**config.mk**
```make
export PLATFORM = sky130hd
export DESIGN_NAME = base64_unpadded_decoder_top
export DESIGN_NICKNAME = d
export VERILOG_FILES = /design/src/rtl/b64d_pkg.sv /design/src/rtl/b64d_front.sv /design/src/rtl/b64d_queue.sv /design/src/rtl/b64d_back.sv /design/src/rtl/base64_unpadded_decoder_top.sv
export SDC_FILE = /design/constraint.sdc
export NUM_CORES = 1
export LEC_CHECK = 0
export ABC_AREA = 1
export BUFFER_PORTS_ARGS = -buffer_cell sky130_fd_sc_hd__buf_2
export CAP_MARGIN = 0
export CELL_PAD_IN_SITES_DETAIL_PLACEMENT = 1
export CELL_PAD_IN_SITES_GLOBAL_PLACEMENT = 2
export CORE_ASPECT_RATIO = 1.75
export CORE_MARGIN = 3
export CORE_UTILIZATION = 38
export CTS_CLUSTER_DIAMETER = 200
export DETAILED_ROUTE_END_ITERATION = 8
export PLACE_DENSITY = 0.95
export SLEW_MARGIN = 20
export SYNTH_ARGS = -nofsm -noshare
export SYNTH_HDL_FRONTEND = slang
export SYNTH_SLANG_ARGS = --single-unit
```
**constraint.sdc**
```tcl
create_clock -name clk_i -period 4.21 [get_ports clk_i]
set_input_delay 0.842 -clock clk_i [delete_from_list [all_inputs] [get_ports clk_i]]
set_output_delay 0.842 -clock clk_i [all_outputs]
set_load 0.05 [all_outputs]
```
**src/rtl/b64d_pkg.sv**
```systemverilog
// package for the unpadded base64 decoder: payload types, queue depth, alphabet lookup
// no dependencies
`timescale 1ns / 1ps

package b64d_pkg;

  // default depth of the queue between classifier and decoder core
  localparam int unsigned QueueDepthDefault = 2;

  // character codes at the edges of the alphabet ranges
  localparam logic [7:0] CharUpperA = 8'h41;
  localparam logic [7:0] CharUpperZ = 8'h5A;
  localparam logic [7:0] CharLowerA = 8'h61;
  localparam logic [7:0] CharLowerZ = 8'h7A;
  localparam logic [7:0] CharDigit0 = 8'h30;
  localparam logic [7:0] CharDigit9 = 8'h39;
  localparam logic [7:0] CharPlus   = 8'h2B;
  localparam logic [7:0] CharSlash  = 8'h2F;

  // sextet bases of the ranges
  localparam logic [5:0] SextetLowerBase = 6'd26;
  localparam logic [5:0] SextetDigitBase = 6'd52;
  localparam logic [5:0] SextetPlus      = 6'd62;
  localparam logic [5:0] SextetSlash     = 6'd63;

  // quartet positions
  localparam logic [1:0] PosFirst  = 2'd0;
  localparam logic [1:0] PosSecond = 2'd1;
  localparam logic [1:0] PosThird  = 2'd2;
  localparam logic [1:0] PosFourth = 2'd3;

  // input transaction
  typedef struct packed {
    logic [7:0] char_byte;
    logic       end_of_input;
  } in_t;

  // output transaction
  typedef struct packed {
    logic [7:0] data_byte;
    logic       byte_valid;
    logic       end_of_output;
    logic       error;
  } out_t;

  // classified character as it travels through the queue
  typedef struct packed {
    logic [5:0] sextet;
    logic       bad;
    logic       last;
  } cls_t;

  // alphabet lookup; bad characters map to sextet zero
  function automatic cls_t classify(input in_t item);
    cls_t r;
    r.sextet = '0;
    r.bad    = 1'b0;
    r.last   = item.end_of_input;
    if (item.char_byte inside {[CharUpperA:CharUpperZ]}) begin
      r.sextet = 6'(item.char_byte - CharUpperA);
    end else if (item.char_byte inside {[CharLowerA:CharLowerZ]}) begin
      r.sextet = 6'(item.char_byte - CharLowerA) + SextetLowerBase;
    end else if (item.char_byte inside {[CharDigit0:CharDigit9]}) begin
      r.sextet = 6'(item.char_byte - CharDigit0) + SextetDigitBase;
    end else if (item.char_byte == CharPlus) begin
      r.sextet = SextetPlus;
    end else if (item.char_byte == CharSlash) begin
      r.sextet = SextetSlash;
    end else begin
      r.bad = 1'b1;
    end
    return r;
  endfunction

endpackage

```
**src/rtl/b64d_front.sv**
```systemverilog
// front end: accepts characters and classifies them into sextets
// depends on b64d_pkg
`timescale 1ns / 1ps

module b64d_front (
  input  logic            in_valid_i,
  output logic            in_ready_o,
  input  b64d_pkg::in_t   in_data_i,
  output logic            push_o,
  output b64d_pkg::cls_t  push_data_o,
  input  logic            full_i
);

  // accept whenever the queue has room
  assign in_ready_o  = !full_i;
  assign push_o      = in_valid_i && !full_i;

  // alphabet lookup
  assign push_data_o = b64d_pkg::classify(in_data_i);

endmodule

```
**src/rtl/b64d_queue.sv**
```systemverilog
// short queue of classified characters between front end and decoder core
// depends on b64d_pkg
`timescale 1ns / 1ps

module b64d_queue #(
  parameter int unsigned Depth = b64d_pkg::QueueDepthDefault
) (
  input  logic            clk_i,
  input  logic            rst_ni,
  input  logic            push_i,
  input  b64d_pkg::cls_t  push_data_i,
  output logic            full_o,
  input  logic            pop_i,
  output logic            valid_o,
  output b64d_pkg::cls_t  pop_data_o
);

  localparam int unsigned IdxW = (Depth > 1) ? $clog2(Depth) : 1;
  localparam int unsigned CntW = $clog2(Depth + 1);
  localparam logic [IdxW-1:0] LastIdx = IdxW'(Depth - 1);
  localparam logic [CntW-1:0] DepthCnt = CntW'(Depth);

  b64d_pkg::cls_t  slot_q [Depth];
  logic [IdxW-1:0] wr_ptr_q, wr_ptr_d;
  logic [IdxW-1:0] rd_ptr_q, rd_ptr_d;
  logic [CntW-1:0] count_q, count_d;
  logic            do_push, do_pop;

  assign full_o     = (count_q == DepthCnt);
  assign valid_o    = (count_q != '0);
  assign pop_data_o = slot_q[rd_ptr_q];
  assign do_push    = push_i && !full_o;
  assign do_pop     = pop_i && valid_o;

  // pointer and fill count update
  always_comb begin
    wr_ptr_d = wr_ptr_q;
    rd_ptr_d = rd_ptr_q;
    count_d  = count_q;
    if (do_push) begin
      wr_ptr_d = (wr_ptr_q == LastIdx) ? '0 : wr_ptr_q + 1'b1;
    end
    if (do_pop) begin
      rd_ptr_d = (rd_ptr_q == LastIdx) ? '0 : rd_ptr_q + 1'b1;
    end
    if (do_push && !do_pop) begin
      count_d = count_q + 1'b1;
    end else if (do_pop && !do_push) begin
      count_d = count_q - 1'b1;
    end
  end

  always_ff @(posedge clk_i or negedge rst_ni) begin
    if (!rst_ni) begin
      wr_ptr_q <= '0;
      rd_ptr_q <= '0;
      count_q  <= '0;
    end else begin
      wr_ptr_q <= wr_ptr_d;
      rd_ptr_q <= rd_ptr_d;
      count_q  <= count_d;
    end
  end

  // storage, no reset
  always_ff @(posedge clk_i) begin
    if (do_push) begin
      slot_q[wr_ptr_q] <= push_data_i;
    end
  end

endmodule

```
**src/rtl/b64d_back.sv**
```systemverilog
// decoder core: quartet state, byte assembly, sticky error and output register
// depends on b64d_pkg
`timescale 1ns / 1ps

module b64d_back (
  input  logic            clk_i,
  input  logic            rst_ni,
  input  logic            valid_i,
  input  b64d_pkg::cls_t  data_i,
  output logic            pop_o,
  output logic            out_valid_o,
  input  logic            out_ready_i,
  output b64d_pkg::out_t  out_data_o
);

  logic [1:0]     pos_q, pos_d;
  logic [5:0]     left_q, left_d;
  logic           err_q, err_d;
  logic           out_valid_q, out_valid_d;
  b64d_pkg::out_t out_q, out_d;

  logic [5:0]     sextet;
  logic           err_now;
  logic           err_out;
  logic           completes;
  logic           emit;
  logic           good;
  logic [7:0]     byte_val;
  logic [5:0]     left_next;

  // take a queued character when the output register is free or draining
  assign pop_o = valid_i && (!out_valid_q || out_ready_i);

  // byte assembly for the current quartet position
  always_comb begin
    sextet    = data_i.bad ? 6'd0 : data_i.sextet;
    byte_val  = '0;
    left_next = '0;
    case (pos_q)
      b64d_pkg::PosFirst: begin
        left_next = sextet;
      end
      b64d_pkg::PosSecond: begin
        byte_val  = {left_q, sextet[5:4]};
        left_next = {2'b00, sextet[3:0]};
      end
      b64d_pkg::PosThird: begin
        byte_val  = {left_q[3:0], sextet[5:2]};
        left_next = {4'b0000, sextet[1:0]};
      end
      b64d_pkg::PosFourth: begin
        byte_val  = {left_q[1:0], sextet};
        left_next = '0;
      end
      default: begin
        byte_val  = '0;
        left_next = '0;
      end
    endcase
    err_now   = err_q || data_i.bad;
    // a lone character in the last quartet is a length error
    err_out   = err_now || (data_i.last && (pos_q == b64d_pkg::PosFirst));
    completes = (pos_q != b64d_pkg::PosFirst);
    emit      = completes || data_i.last;
    good      = completes && !err_out;
  end

  // next state and output register
  always_comb begin
    pos_d       = pos_q;
    left_d      = left_q;
    err_d       = err_q;
    out_valid_d = out_valid_q;
    out_d       = out_q;
    if (out_valid_q && out_ready_i) begin
      out_valid_d = 1'b0;
    end
    if (pop_o) begin
      if (data_i.last) begin
        pos_d  = b64d_pkg::PosFirst;
        left_d = '0;
        err_d  = 1'b0;
      end else begin
        pos_d  = pos_q + 2'd1;
        left_d = left_next;
        err_d  = err_now;
      end
      if (emit) begin
        out_valid_d         = 1'b1;
        out_d.data_byte     = good ? byte_val : 8'd0;
        out_d.byte_valid    = good;
        out_d.end_of_output = data_i.last;
        out_d.error         = err_out;
      end
    end
  end

  always_ff @(posedge clk_i or negedge rst_ni) begin
    if (!rst_ni) begin
      pos_q       <= b64d_pkg::PosFirst;
      left_q      <= '0;
      err_q       <= 1'b0;
      out_valid_q <= 1'b0;
    end else begin
      pos_q       <= pos_d;
      left_q      <= left_d;
      err_q       <= err_d;
      out_valid_q <= out_valid_d;
    end
  end

  // payload register, no reset
  always_ff @(posedge clk_i) begin
    out_q <= out_d;
  end

  assign out_valid_o = out_valid_q;
  assign out_data_o  = out_q;

endmodule

```
**src/rtl/base64_unpadded_decoder_top.sv**
```systemverilog
// Unpadded base64 decoder, one character per input transaction.
// Input channel in_valid_i/in_ready_o carries in_data_i: an ASCII character
// and end_of_input marking the last character of a string.
// Output channel out_valid_o/out_ready_i carries out_data_o: data_byte with
// byte_valid, end_of_output and a sticky error flag.
// The second, third and fourth character of each quartet yield one output
// transaction; the first yields one only when it ends the string.
// Throughput: one character per cycle, sustained while out_ready_i is high and QueueDepth is 2 or more.
// A character accepted at the input is classified and written into the queue;
// the core then takes it and registers its result, if any, for out_valid_o.
// The queue between classifier and core holds QueueDepth characters; when the
// receiver stalls, the output register holds and the queue fills, after which
// in_ready_o drops until the receiver takes the waiting transaction.
// Reset clears the queue, the quartet position, leftover bits, error flag and
// output valid; no clearing pass is needed. The quartet position, leftover
// bits and error flag also return to reset after every end-of-input character.
// Depends on b64d_pkg, b64d_front, b64d_queue, b64d_back.
`timescale 1ns / 1ps

module base64_unpadded_decoder_top #(
  parameter int unsigned QueueDepth = b64d_pkg::QueueDepthDefault
) (
  input  logic            clk_i,
  input  logic            rst_ni,
  input  logic            in_valid_i,
  output logic            in_ready_o,
  input  b64d_pkg::in_t   in_data_i,
  output logic            out_valid_o,
  input  logic            out_ready_i,
  output b64d_pkg::out_t  out_data_o
);

  logic           push;
  b64d_pkg::cls_t push_data;
  logic           full;
  logic           pop;
  logic           q_valid;
  b64d_pkg::cls_t q_data;

  // character classification
  b64d_front u_front (
    .in_valid_i  (in_valid_i),
    .in_ready_o  (in_ready_o),
    .in_data_i   (in_data_i),
    .push_o      (push),
    .push_data_o (push_data),
    .full_i      (full)
  );

  // decoupling queue
  b64d_queue #(
    .Depth (QueueDepth)
  ) u_queue (
    .clk_i       (clk_i),
    .rst_ni      (rst_ni),
    .push_i      (push),
    .push_data_i (push_data),
    .full_o      (full),
    .pop_i       (pop),
    .valid_o     (q_valid),
    .pop_data_o  (q_data)
  );

  // decoder core
  b64d_back u_back (
    .clk_i       (clk_i),
    .rst_ni      (rst_ni),
    .valid_i     (q_valid),
    .data_i      (q_data),
    .pop_o       (pop),
    .out_valid_o (out_valid_o),
    .out_ready_i (out_ready_i),
    .out_data_o  (out_data_o)
  );

endmodule

```
==> flow_summary.yaml, run 1 <==
status:
  status: "finished clean"
detailed_routing:
  drc: 0
  wire_per_inst_um: 14.94
  met2_length_mm: 3.818
  num_vias: 2157
  wl_met1_mm: 1.933
  met3_length_um: 173
  via_per_inst: 5.075
  top_layer: "met4"
  drt_iter0_drc: 98
  ant_nets: 0
  drt_pre_antenna_iters: 4
  wl_mm: 6.349
logic_synthesis:
  synth_cell_type_count: 30
  ys_ff_latch: 41
  synth_area_um2: 2585
  synth_xor_area_share_pct: 3.388
  yosysSeqAreaShare_pct: 44.92
  synth_top_area_share_pct: 31.36
  synth.area.mux_share_pct: 0
  yosysWarningCount: 0
  synth_enable_flop_cells: 27
  synth_cells: 316
  synth_fa_ha_area_share_pct: 6.776
  yosys-top-cells-count: "nand2_1 (93), nand3_1 (40), inv_1 (32), edfxtp_1 (27), nor2_1 (22)"
  yosysMostFrequentCell: "nand2_1"
  synth-compound-area-share_pct: 6.680
  synth_top_family_by_area: "simple AND/OR/NAND/NOR gates"
  synthTopCellsByArea: "edfxtp_1 (31%), dfrtp_1 (14%), nand2_1 (14%)"
  synth_ff_type: "edfxtp_1"
  avgSynthCellArea_um2: 8.180
  yosys.area.top_type: "edfxtp_1"
  async_flop_share_pct: 34.15
  syn_nets: 343
  synth-simple-area-share_pct: 29.62
timing:
  period_needed_ns: 2.134
  slew_headroom_pct: 53.45
  finalSetupTns_ns: 0
  slew_violations: 0
  fin_crit_sh_pct: 50.69
  setup_viol: 0
  rsz0062_at_grt: "no"
  worst_pin_slew_ns: 0.6956
  finalHoldViolations: 0
  finalClockSkew_ns: 0.003174
  clock.fmax_mhz: 468.6
critical_path:
  end_kind: "flip-flop"
  reg2reg_from: "u_back.out_valid_o$_DFF_PN0_"
  rrSetupSlack_ns: 2.53
  cp_common_cell: "nand2_1"
  crit_path_start_kind: "input pin"
  crit_arrival_ns: 2.16
  ff2ff_path_depth: 5
  r2r-end: "u_back.out_data_o[4]$_SDFFCE_PN0P_"
  crit_slowest_cell: "ha_1"
  cp.required_ns: 4.24
  path_max_fanout: 8
  crit_chain: "buf_2, inv_1, ha_1, inv_1, nand2_1, nand2_1, nand2_1, nand2_1, nor2_1, nor2_1, nand3_1"
  critPathMaxStageDelay_ns: 0.26
  path_class: "input pin to flip-flop"
grt:
  grt_max_degree: 16
  track_usage_pct: 18.07
  grt_pass1_wl_mm: 10.18
  grt_antenna_before_repair: 0
  grt_pass1_vias: 2181
  grt-ovfl-total: 0
clock_tree:
  cts_tree: "yes"
  cts_setup_buffers: 0
  cts_buffer_depth: 2
  htree_levels: 2
  clock_latency_ns: 0.29
  clk_pin_slew_worst_paths_ns: 0.06
  cts_resized: 0
  cts_buffers: 5
  cts_hold_buffers: 0
  cts.sinks: 41
  cts-root-buf: "clkbuf_16"
placed_design:
  place_congestion: 0.8882
  placed_cells: 417
  post_dp_cell_area_um2: 2761
  hpwl_mm: 5.219
  portBuffers: 25
cells_and_area:
  final_cells: 425
  areaGrowthSynthToFinish_pct: 12.54
  fin_nets: 369
  fin_util_pct: 44.16
  design_area_um2: 2909
  drive_above_1_share_pct: 16.62
  antenna_cells: 0
run:
  cap_violations: 0
floorplan:
  num_rows: 39
  die_w_um: 68.35
  die-height_um: 115.1
  initial_core_util_pct: 39.24
  core_area_um2: 6588
  die_area_um2: 7867
  pin_count: 26
power_and_ir_drop:
  power.density_nw_per_um2: 674.5
  vdd_drop_max_mv: 0.1850
  p_leak_uw: 0.001386
min_path:
  min_path_type: "input pin to asynchronous set/reset pin"
[area by class of cell]
type | instances | area [um2]
fill | 848 | 3679
multi-input combinational | 226 | 1201
sequential | 41 | 1161
inverter | 43 | 171.4
clock buffer | 6 | 138.9
timing repair buffer | 25 | 125.1
tap | 82 | 102.6
clock inverter | 2 | 8.758
[metrics by stage]
step / setup WS [ns] / hold slack (ns) / power [uW]
floorplan: 2.157 / 0.4591 / 1400
global placement: 1.832 / 0.4795 / 1570
detailed placement: 1.773 / 0.4809 / 1598
CTS: 2.073 / 0.4565 / 1986
global route: 1.918 / 0.4674 / 2102
finish: 2.076 / 0.4454 / 1962
[cells in the final DEF (no fill, tap or decap), drive strengths merged]
master,count
clkinv,4
nor3b,1
a21oi,9
nor2,26
clkbuf,6
xor2,8
dfrtp,14
nand4,2
a31oi,2
ha,14
nand3,43
xnor2,2
o21ai,15
nand2,100
o22ai,4
inv,41
buf,25
edfxtp,27
[state kept, by name, summed over array words and instances, names as in the netlist]
| name | count |
|---|---|
| u_queue.count_q | 2 |
| u_queue.wr_ptr_q | 1 |
| u_queue.slot_q | 16 |
| u_back.out_data_o | 11 |
| u_back.left_q | 6 |
| u_back.err_q | 1 |
| u_queue.rd_ptr_q | 1 |
| u_back.pos_q | 2 |
| u_back.out_valid_o | 1 |
[critical path, delay by kind of cell]
kind,cells,cell delay (ns)
adders and majority gates,1,0.26
buffers and inverters,3,0.41
and+or+nand+nor,7,0.63
[how the worst max path moves through the flow]
stage	startpoint	end	cells past startpoint
final	in_data_i[1]	u_queue.slot_q[1][2]$_DFFE_PP_	11
after global routing	in_data_i[1]	u_queue.slot_q[0][4]$_DFFE_PP_	10
after CTS	in_data_i[1]	u_queue.slot_q[1][2]$_DFFE_PP_	10
after detailed placement	in_data_i[1]	u_queue.slot_q[1][2]$_DFFE_PP_	10
after global placement	in_data_i[1]	u_queue.slot_q[0][7]$_DFFE_PP_	9
after floorplan	in_data_i[3]	u_queue.slot_q[0][1]$_DFFE_PP_	11
[kinds of logic (layout without fill, tap and decap cells)]
group           after synthesis  in the layout
simple gates                172            172
buf+inv                      49             76
flops                        41             41
compound gates               30             30
fa+ha+maj                    14             14
xor+xnor                     10             10
[report_power, final]
group	switching [uW]	total (uW)	internal, uW
combinational	669	887	218
sequential	74.9	694	619
clock	148	380	232
[per-layer routing]
| metal | vias up | track usage, % |
|---|---|---|
| li1 | 1076 | - |
| met1 | 1023 | 14.06 |
| met2 | 37 | 35.70 |
| met3 | 21 | 3.030 |
| met4 | 0 | 14.21 |
| met5 | - | 0 |
(Power assumes the default switching activity.)
==> run 2, diff against run 1 <==
ABC_AREA = 0   (was 1)
CORE_UTILIZATION = 34   (was 38)
PLACE_DENSITY = 0.85   (was 0.95)
clock period = 1.9 ns   (was 4.21 ns; I/O delays follow)
==> run 2 against run 1 <==
  * First-iteration DRC count increased by 22%
  * Sequential share of layout area is 4.1 points higher
  * Critical path type unchanged
  * Critical path depth decreased by 4
  * Flip-flop and latch count is the same
  * Clock power up 42%
  * Synthesized area is 14% lower
  * Register-to-register slack worse by 2.3 ns
  * Non-clock buffer count rose by 17
  * Clock skew up 0.0035 ns
  * Worst hold slack got worse by 0.15 ns
==> flow_summary.yaml, run 2 <==
status:
  status: "finished clean"
timing:
  setup_viol: 0
  period_needed_ns: 1.698
  finalClockSkew_ns: 0.006699
  slew_headroom_pct: 68.44
  setup_ws_ns: 0.2024
  clock.fmax_mhz: 589.1
  fin_crit_sh_pct: 89.35
  slew_violations: 0
  timing.hold.ws_ns: 0.2906
  finalHoldViolations: 0
  worst_pin_slew_ns: 0.4734
  rsz0062_at_grt: "no"
logic_synthesis:
  avgSynthCellArea_um2: 11.01
  synthTopCellsByArea: "edfxtp_1 (36%), dfrtp_1 (16%), ha_1 (7.8%)"
  synth_top_family_by_area: "compound AO/OA/AOI/OAI gates"
  synth_cells: 203
  yosys.area.top_type: "edfxtp_1"
  ys_ff_latch: 41
  synth_xor_area_share_pct: 2.742
  synth_area_um2: 2236
  synth_enable_flop_cells: 27
  yosysWarningCount: 0
  synth_fa_ha_area_share_pct: 7.834
  yosys-top-cells-count: "edfxtp_1 (27), nand2_1 (25), inv_1 (20), nor2_1 (18)"
  yosysMostFrequentCell: "edfxtp_1"
  syn_nets: 230
  synth-simple-area-share_pct: 12.20
  synth.area.mux_share_pct: 2.350
  synth_ff_type: "edfxtp_1"
  synth_top_area_share_pct: 36.26
  async_flop_share_pct: 34.15
  yosysSeqAreaShare_pct: 51.93
  synth-compound-area-share_pct: 17.80
  synth_cell_type_count: 42
power_and_ir_drop:
  power_uw: 3751
  clkPwrFrac_pct: 14.4
  pwr-share-seq_pct: 40.1
  p_comb_share_pct: 45.4
  power.density_nw_per_um2: 1422
  vdd_drop_max_mv: 0.3595
  intPower_uw: 2123
  switchingPower_uw: 1628
  p_leak_uw: 0.001101
  p_sw_share_pct: 43.41
cells_and_area:
  largest_reg_flops: 16
  final_common_cell: "edfxtp_1"
  multi_input_area_um2: 964.7
  fin_util_pct: 42.03
  largest_register: "u_queue.slot_q"
  drive_above_1_share_pct: 23.27
  fillers: 760
  fin_nets: 271
  antenna_cells: 0
  layout_common_cells: "edfxtp_1 (27), buf_2 (25), nand2_1 (24), inv_1 (20), nor2_1 (17)"
  ff_latch_area_um2: 1161
  areaGrowthSynthToFinish_pct: 17.96
  final_cells: 325
clock_tree:
  cts_buffer_depth: 2
  cts_tree: "yes"
  cts-root-buf: "clkbuf_8"
  clock_latency_ns: 0.30
  cts.sinks: 41
  clk_pin_slew_worst_paths_ns: 0.07
  htree_levels: 2
  cts_setup_buffers: 0
  cts_buffers: 5
placed_design:
  hpwl_mm: 4.044
  dp_slack_ns: -0.09409
  portBuffers: 25
  place_congestion: 0.8388
  placed_cells: 316
detailed_routing:
  drt_iter0_drc: 120
  drt_pre_antenna_iters: 4
  drc: 0
  wl_mm: 4.922
  num_vias: 1697
  via_per_inst: 5.222
  ant_nets: 0
  wire_per_inst_um: 15.14
floorplan:
  core_area_um2: 6276
  die_area_um2: 7623
  die-height_um: 113.3
  num_rows: 38
  die_w_um: 67.30
  pin_count: 26
  initial_core_util_pct: 35.63
min_path:
  worstHoldStart: "in_data_i[0]"
  whs_path_depth: 1
  hold_end: "u_queue.slot_q[0][0]$_DFFE_PP_"
  min_path_type: "input pin to flip-flop"
grt:
  grt_pass1_vias: 1756
  grt_pass1_wl_mm: 8.252
  grt_antenna_before_repair: 0
  grt-ovfl-total: 0
  grt_max_degree: 22
  track_usage_pct: 14.59
critical_path:
  path_class: "input pin to flip-flop"
  crit_slowest_cell: "a311oi_4"
  end_kind: "flip-flop"
  r2r-end: "u_back.out_data_o[4]$_SDFFCE_PN0P_"
  crit_path_start_kind: "input pin"
  crit_chain: "buf_2, inv_1, ha_1, a21oi_1, a311oi_2, a311oi_4, mux2i_1"
  rrSetupSlack_ns: 0.24
  path_max_fanout: 9
  crit_arrival_ns: 1.82
  ff2ff_path_depth: 5
  cp.required_ns: 2.02
  critPathMaxStageDelay_ns: 0.44
  reg2reg_from: "u_queue.rd_ptr_q$_DFFE_PN0P_"
run:
  cap_violations: 0
## run 2: changes by cell type after synthesis, moves of 5 or more
cell | previous run | this run
inv_1 | 32 | 20
o21ai_0 | 5 | 14
a222oi_1 | 0 | 8
nand2b_1 | 0 | 6
inv_2 | 6 | 0
nand3_1 | 40 | 2
xor2_1 | 8 | 2
o21ai_1 | 9 | 1
nand2_2 | 5 | 0
nand2_1 | 93 | 25
## run 2: cell type report
type	count	area share, %
clock inverter	3	0.4744
inverter	20	2.846
sequential	41	44.02
multi-input combinational	134	36.57
tap	80	3.795
timing repair buffer	42	9.677
clock buffer	5	2.609
## run 2: through the flow
step	TNS (ns)	area (um2)
after CTS	0	2635
after global placement	-0.2464	2544
after detailed placement	-0.8854	2544
after global routing	0	2638
after floorplan	0	2238
final	0	2638
## run 2: cell families after synthesis
kind of cell | Yosys count
muxes | 4
DFF | 41
AOI/OAI and AO/OA | 49
xor gates and xnor gates | 7
buffers and inverters | 28
and+or+nand+nor | 60
adders and majority gates | 14
## run 2: worst max-delay path by stage
stage                                               to                      startpoint  depth (start not counted)
floorplan               u_queue.slot_q[0][0]$_DFFE_PP_  u_queue.count_q[0]$_DFFE_PN0P_                          3
global placement        u_queue.slot_q[0][3]$_DFFE_PP_                    in_data_i[3]                          7
detailed placement      u_queue.slot_q[0][5]$_DFFE_PP_                    in_data_i[3]                          7
CTS                 u_back.out_data_o[4]$_SDFFCE_PN0P_    u_queue.rd_ptr_q$_DFFE_PN0P_                          5
global route            u_queue.slot_q[0][2]$_DFFE_PP_                    in_data_i[3]                          7
finish                  u_queue.slot_q[1][2]$_DFFE_PP_                    in_data_i[3]                          7
## run 2: timing repair
action / in CTS / in global routing
endpoints found under the hold margin: 14 / 0
endpoints found under the setup margin: 0 / 2
hold buffers: 1 / 0
gates resized for setup: 0 / 1
## run 2: routing by layer
metal	global-route usage [%]	vias up	wire, um
met5	0	-	0
met4	8.537	0	192
met3	2.681	14	153
met2	29.76	43	3044
met1	11.64	828	1531
li1	-	812	-
## run 2: power by group through the flow
stage | sequential, uW | clock, uW | combinational (uW)
after floorplan | 1910 | 0 | 864
after global placement | 1510 | 0 | 1690
after detailed placement | 1530 | 0 | 1730
after CTS | 1510 | 563 | 1740
after global routing | 1550 | 595 | 1880
final | 1510 | 541 | 1700
## run 2: critical path: cells and delay by family
kind,cells,cell delay [ns]
compound gates,3,0.72
mux,1,0.29
fa+ha+maj,1,0.25
buf+inv,2,0.19
==> run 3, diff against run 2 <==
CORE_MARGIN = not set   (was 3)
CORE_UTILIZATION = 40   (was 34)
PLACE_DENSITY = 0.93   (was 0.85)
clock period = 2.2 ns   (was 1.9 ns; I/O delays follow)
==> run 3 against run 2 <==
  * Global-route usage increased by 3.5 points
  * Clock skew shrank 0.0047 ns
  * Wire length down 0.71%
  * Critical path depth grew 1
  * Worst hold slack got worse by 0.26 ns
  * Flip-flop and latch count did not move
  * Power decreased by 11%
  * Critical path type unchanged
==> flow_summary.yaml, run 3 (same netlist as run 2, synthesis figures left out) <==
cells_and_area:
  antenna_cells: 0
  areaGrowthSynthToFinish_pct: 14.66
  final_common_cell: "edfxtp_1"
  design_area_um2: 2564
  fin_nets: 259
  largest_register: "u_queue.slot_q"
  layout_common_cells: "edfxtp_1 (27), nand2_1 (25), buf_2 (25), inv_1 (20), nor2_1 (17)"
  largest_reg_flops: 16
  drive_above_1_share_pct: 19.74
critical_path:
  end_kind: "flip-flop"
  path_max_fanout: 9
  path_class: "input pin to flip-flop"
  r2r-end: "u_back.out_data_o[3]$_SDFFCE_PN0P_"
  cp.required_ns: 2.33
  rrSetupSlack_ns: 0.41
  reg2reg_from: "u_back.pos_q[0]$_DFFE_PN0P_"
  ff2ff_path_depth: 5
  crit_path_start_kind: "input pin"
  crit_arrival_ns: 1.95
placed_design:
  post_dp_cell_area_um2: 2451
  place_congestion: 0.8574
  hpwl_mm: 3.823
  portBuffers: 25
detailed_routing:
  ant_nets: 0
  met2_length_mm: 2.948
  met3_length_um: 113
  num_vias: 1642
  drt_iter0_drc: 57
  wl_met1_mm: 1.646
  via_per_inst: 5.349
  top_layer: "met4"
  wl_mm: 4.887
  drt_pre_antenna_iters: 4
  drc: 0
  wire_per_inst_um: 15.92
timing:
  finalSetupTns_ns: 0
  finalClockSkew_ns: 0.002045
  slew_violations: 0
  worst_pin_slew_ns: 0.5752
  fin_crit_sh_pct: 82.78
  slew_headroom_pct: 61.61
  setup_viol: 0
  period_needed_ns: 1.821
  finalHoldViolations: 0
  clock.fmax_mhz: 549.1
  rsz0062_at_grt: "no"
floorplan:
  core_area_um2: 5343
  initial_core_util_pct: 41.85
  die_w_um: 58.52
  num_rows: 35
  die_area_um2: 5904
  die-height_um: 100.9
  pin_count: 26
grt:
  track_usage_pct: 18.11
  grt_pass1_vias: 1681
  grt_pass1_wl_mm: 7.866
  grt-ovfl-total: 0
  grt_antenna_before_repair: 0
  grt_max_degree: 22
min_path:
  min_path_type: "input pin to asynchronous set/reset pin"
power_and_ir_drop:
  power.density_nw_per_um2: 1305
  vdd_drop_max_mv: 0.4952
  p_leak_uw: 0.001052
clock_tree:
  clock_latency_ns: 0.29
  clk_pin_slew_worst_paths_ns: 0.08
  cts-root-buf: "clkbuf_8"
  cts_resized: 0
  htree_levels: 2
  cts_setup_buffers: 0
  cts_buffer_depth: 2
  cts_tree: "yes"
  cts_hold_buffers: 0
  cts_buffers: 5
  cts.sinks: 41
run:
  cap_violations: 0
status:
  status: "finished clean"
-- run 3: changes by cell type in the layout (fill, tap and decap cells not counted) --
cell and delta:
buf_4 -11, bufinv_16 +1, clkinv_1 -1, clkinv_2 -1, clkinvlp_4 +1, dlygate4sd3_1 -1, nand2_1 +1, nand2_2 -1
-- run 3: cell type report --
| type | instances | area [um2] |
|---|---|---|
| Clock buffer | 5 | 68.82 |
| Clock inverter | 3 | 41.29 |
| Fill cell | 629 | 2779 |
| Multi-Input combinational cell | 134 | 962.2 |
| Tap cell | 74 | 92.59 |
| Sequential cell | 41 | 1161 |
| Timing Repair Buffer | 30 | 162.7 |
| Inverter | 20 | 75.07 |
-- run 3: metrics by stage --
step	utilization, %	power (uW)	worst slack (ns)	hold slack, ns	std cells
floorplan	-	2389	0.2704	0.1444	203
global placement	45.88	2713	0.1489	0.3569	299
detailed placement	45.88	2765	0.08789	0.3525	299
CTS	47.94	3354	0.1221	0.03657	307
global route	47.99	3534	0.2277	0.04211	307
finish	47.99	3347	0.3789	0.03545	307
-- run 3: power by group --
part           total, uW  switching [uW]  internal [uW]
registers           1310             152           1150
logic               1450            1020            428
clock network        591             257            334
-- run 3: how the worst max path moves through the flow --
stage | start | to | depth (start not counted)
2_1_floorplan | u_back.out_valid_o$_DFF_PN0_ | u_back.out_data_o[0]$_DFFE_PP_ | 4
3_3_place_gp | in_data_i[3] | u_queue.slot_q[0][2]$_DFFE_PP_ | 7
3_5_place_dp | in_data_i[3] | u_queue.slot_q[0][7]$_DFFE_PP_ | 8
4_1_cts | u_back.pos_q[0]$_DFFE_PN0P_ | u_back.out_data_o[4]$_SDFFCE_PN0P_ | 5
5_1_grt | in_data_i[3] | u_queue.slot_q[1][7]$_DFFE_PP_ | 8
6_report | in_data_i[3] | u_queue.slot_q[1][7]$_DFFE_PP_ | 8
-- run 3: layer usage --
| metal | GRT usage, % | vias up |
|---|---|---|
| met2 | 37.84 | 38 |
| met5 | 0 | - |
| li1 | - | 786 |
| met3 | 2.567 | 11 |
| met4 | 8.791 | 0 |
| met1 | 15.45 | 807 |
-- run 3: worst max-delay path: stages --
cell and delay, ns:
buf_2 0.17, inv_1 0.11, ha_1 0.24, a21oi_1 0.18, a311oi_2 0.08, a311oi_4 0.44
a211oi_1 0.10, a21oi_1 0.19
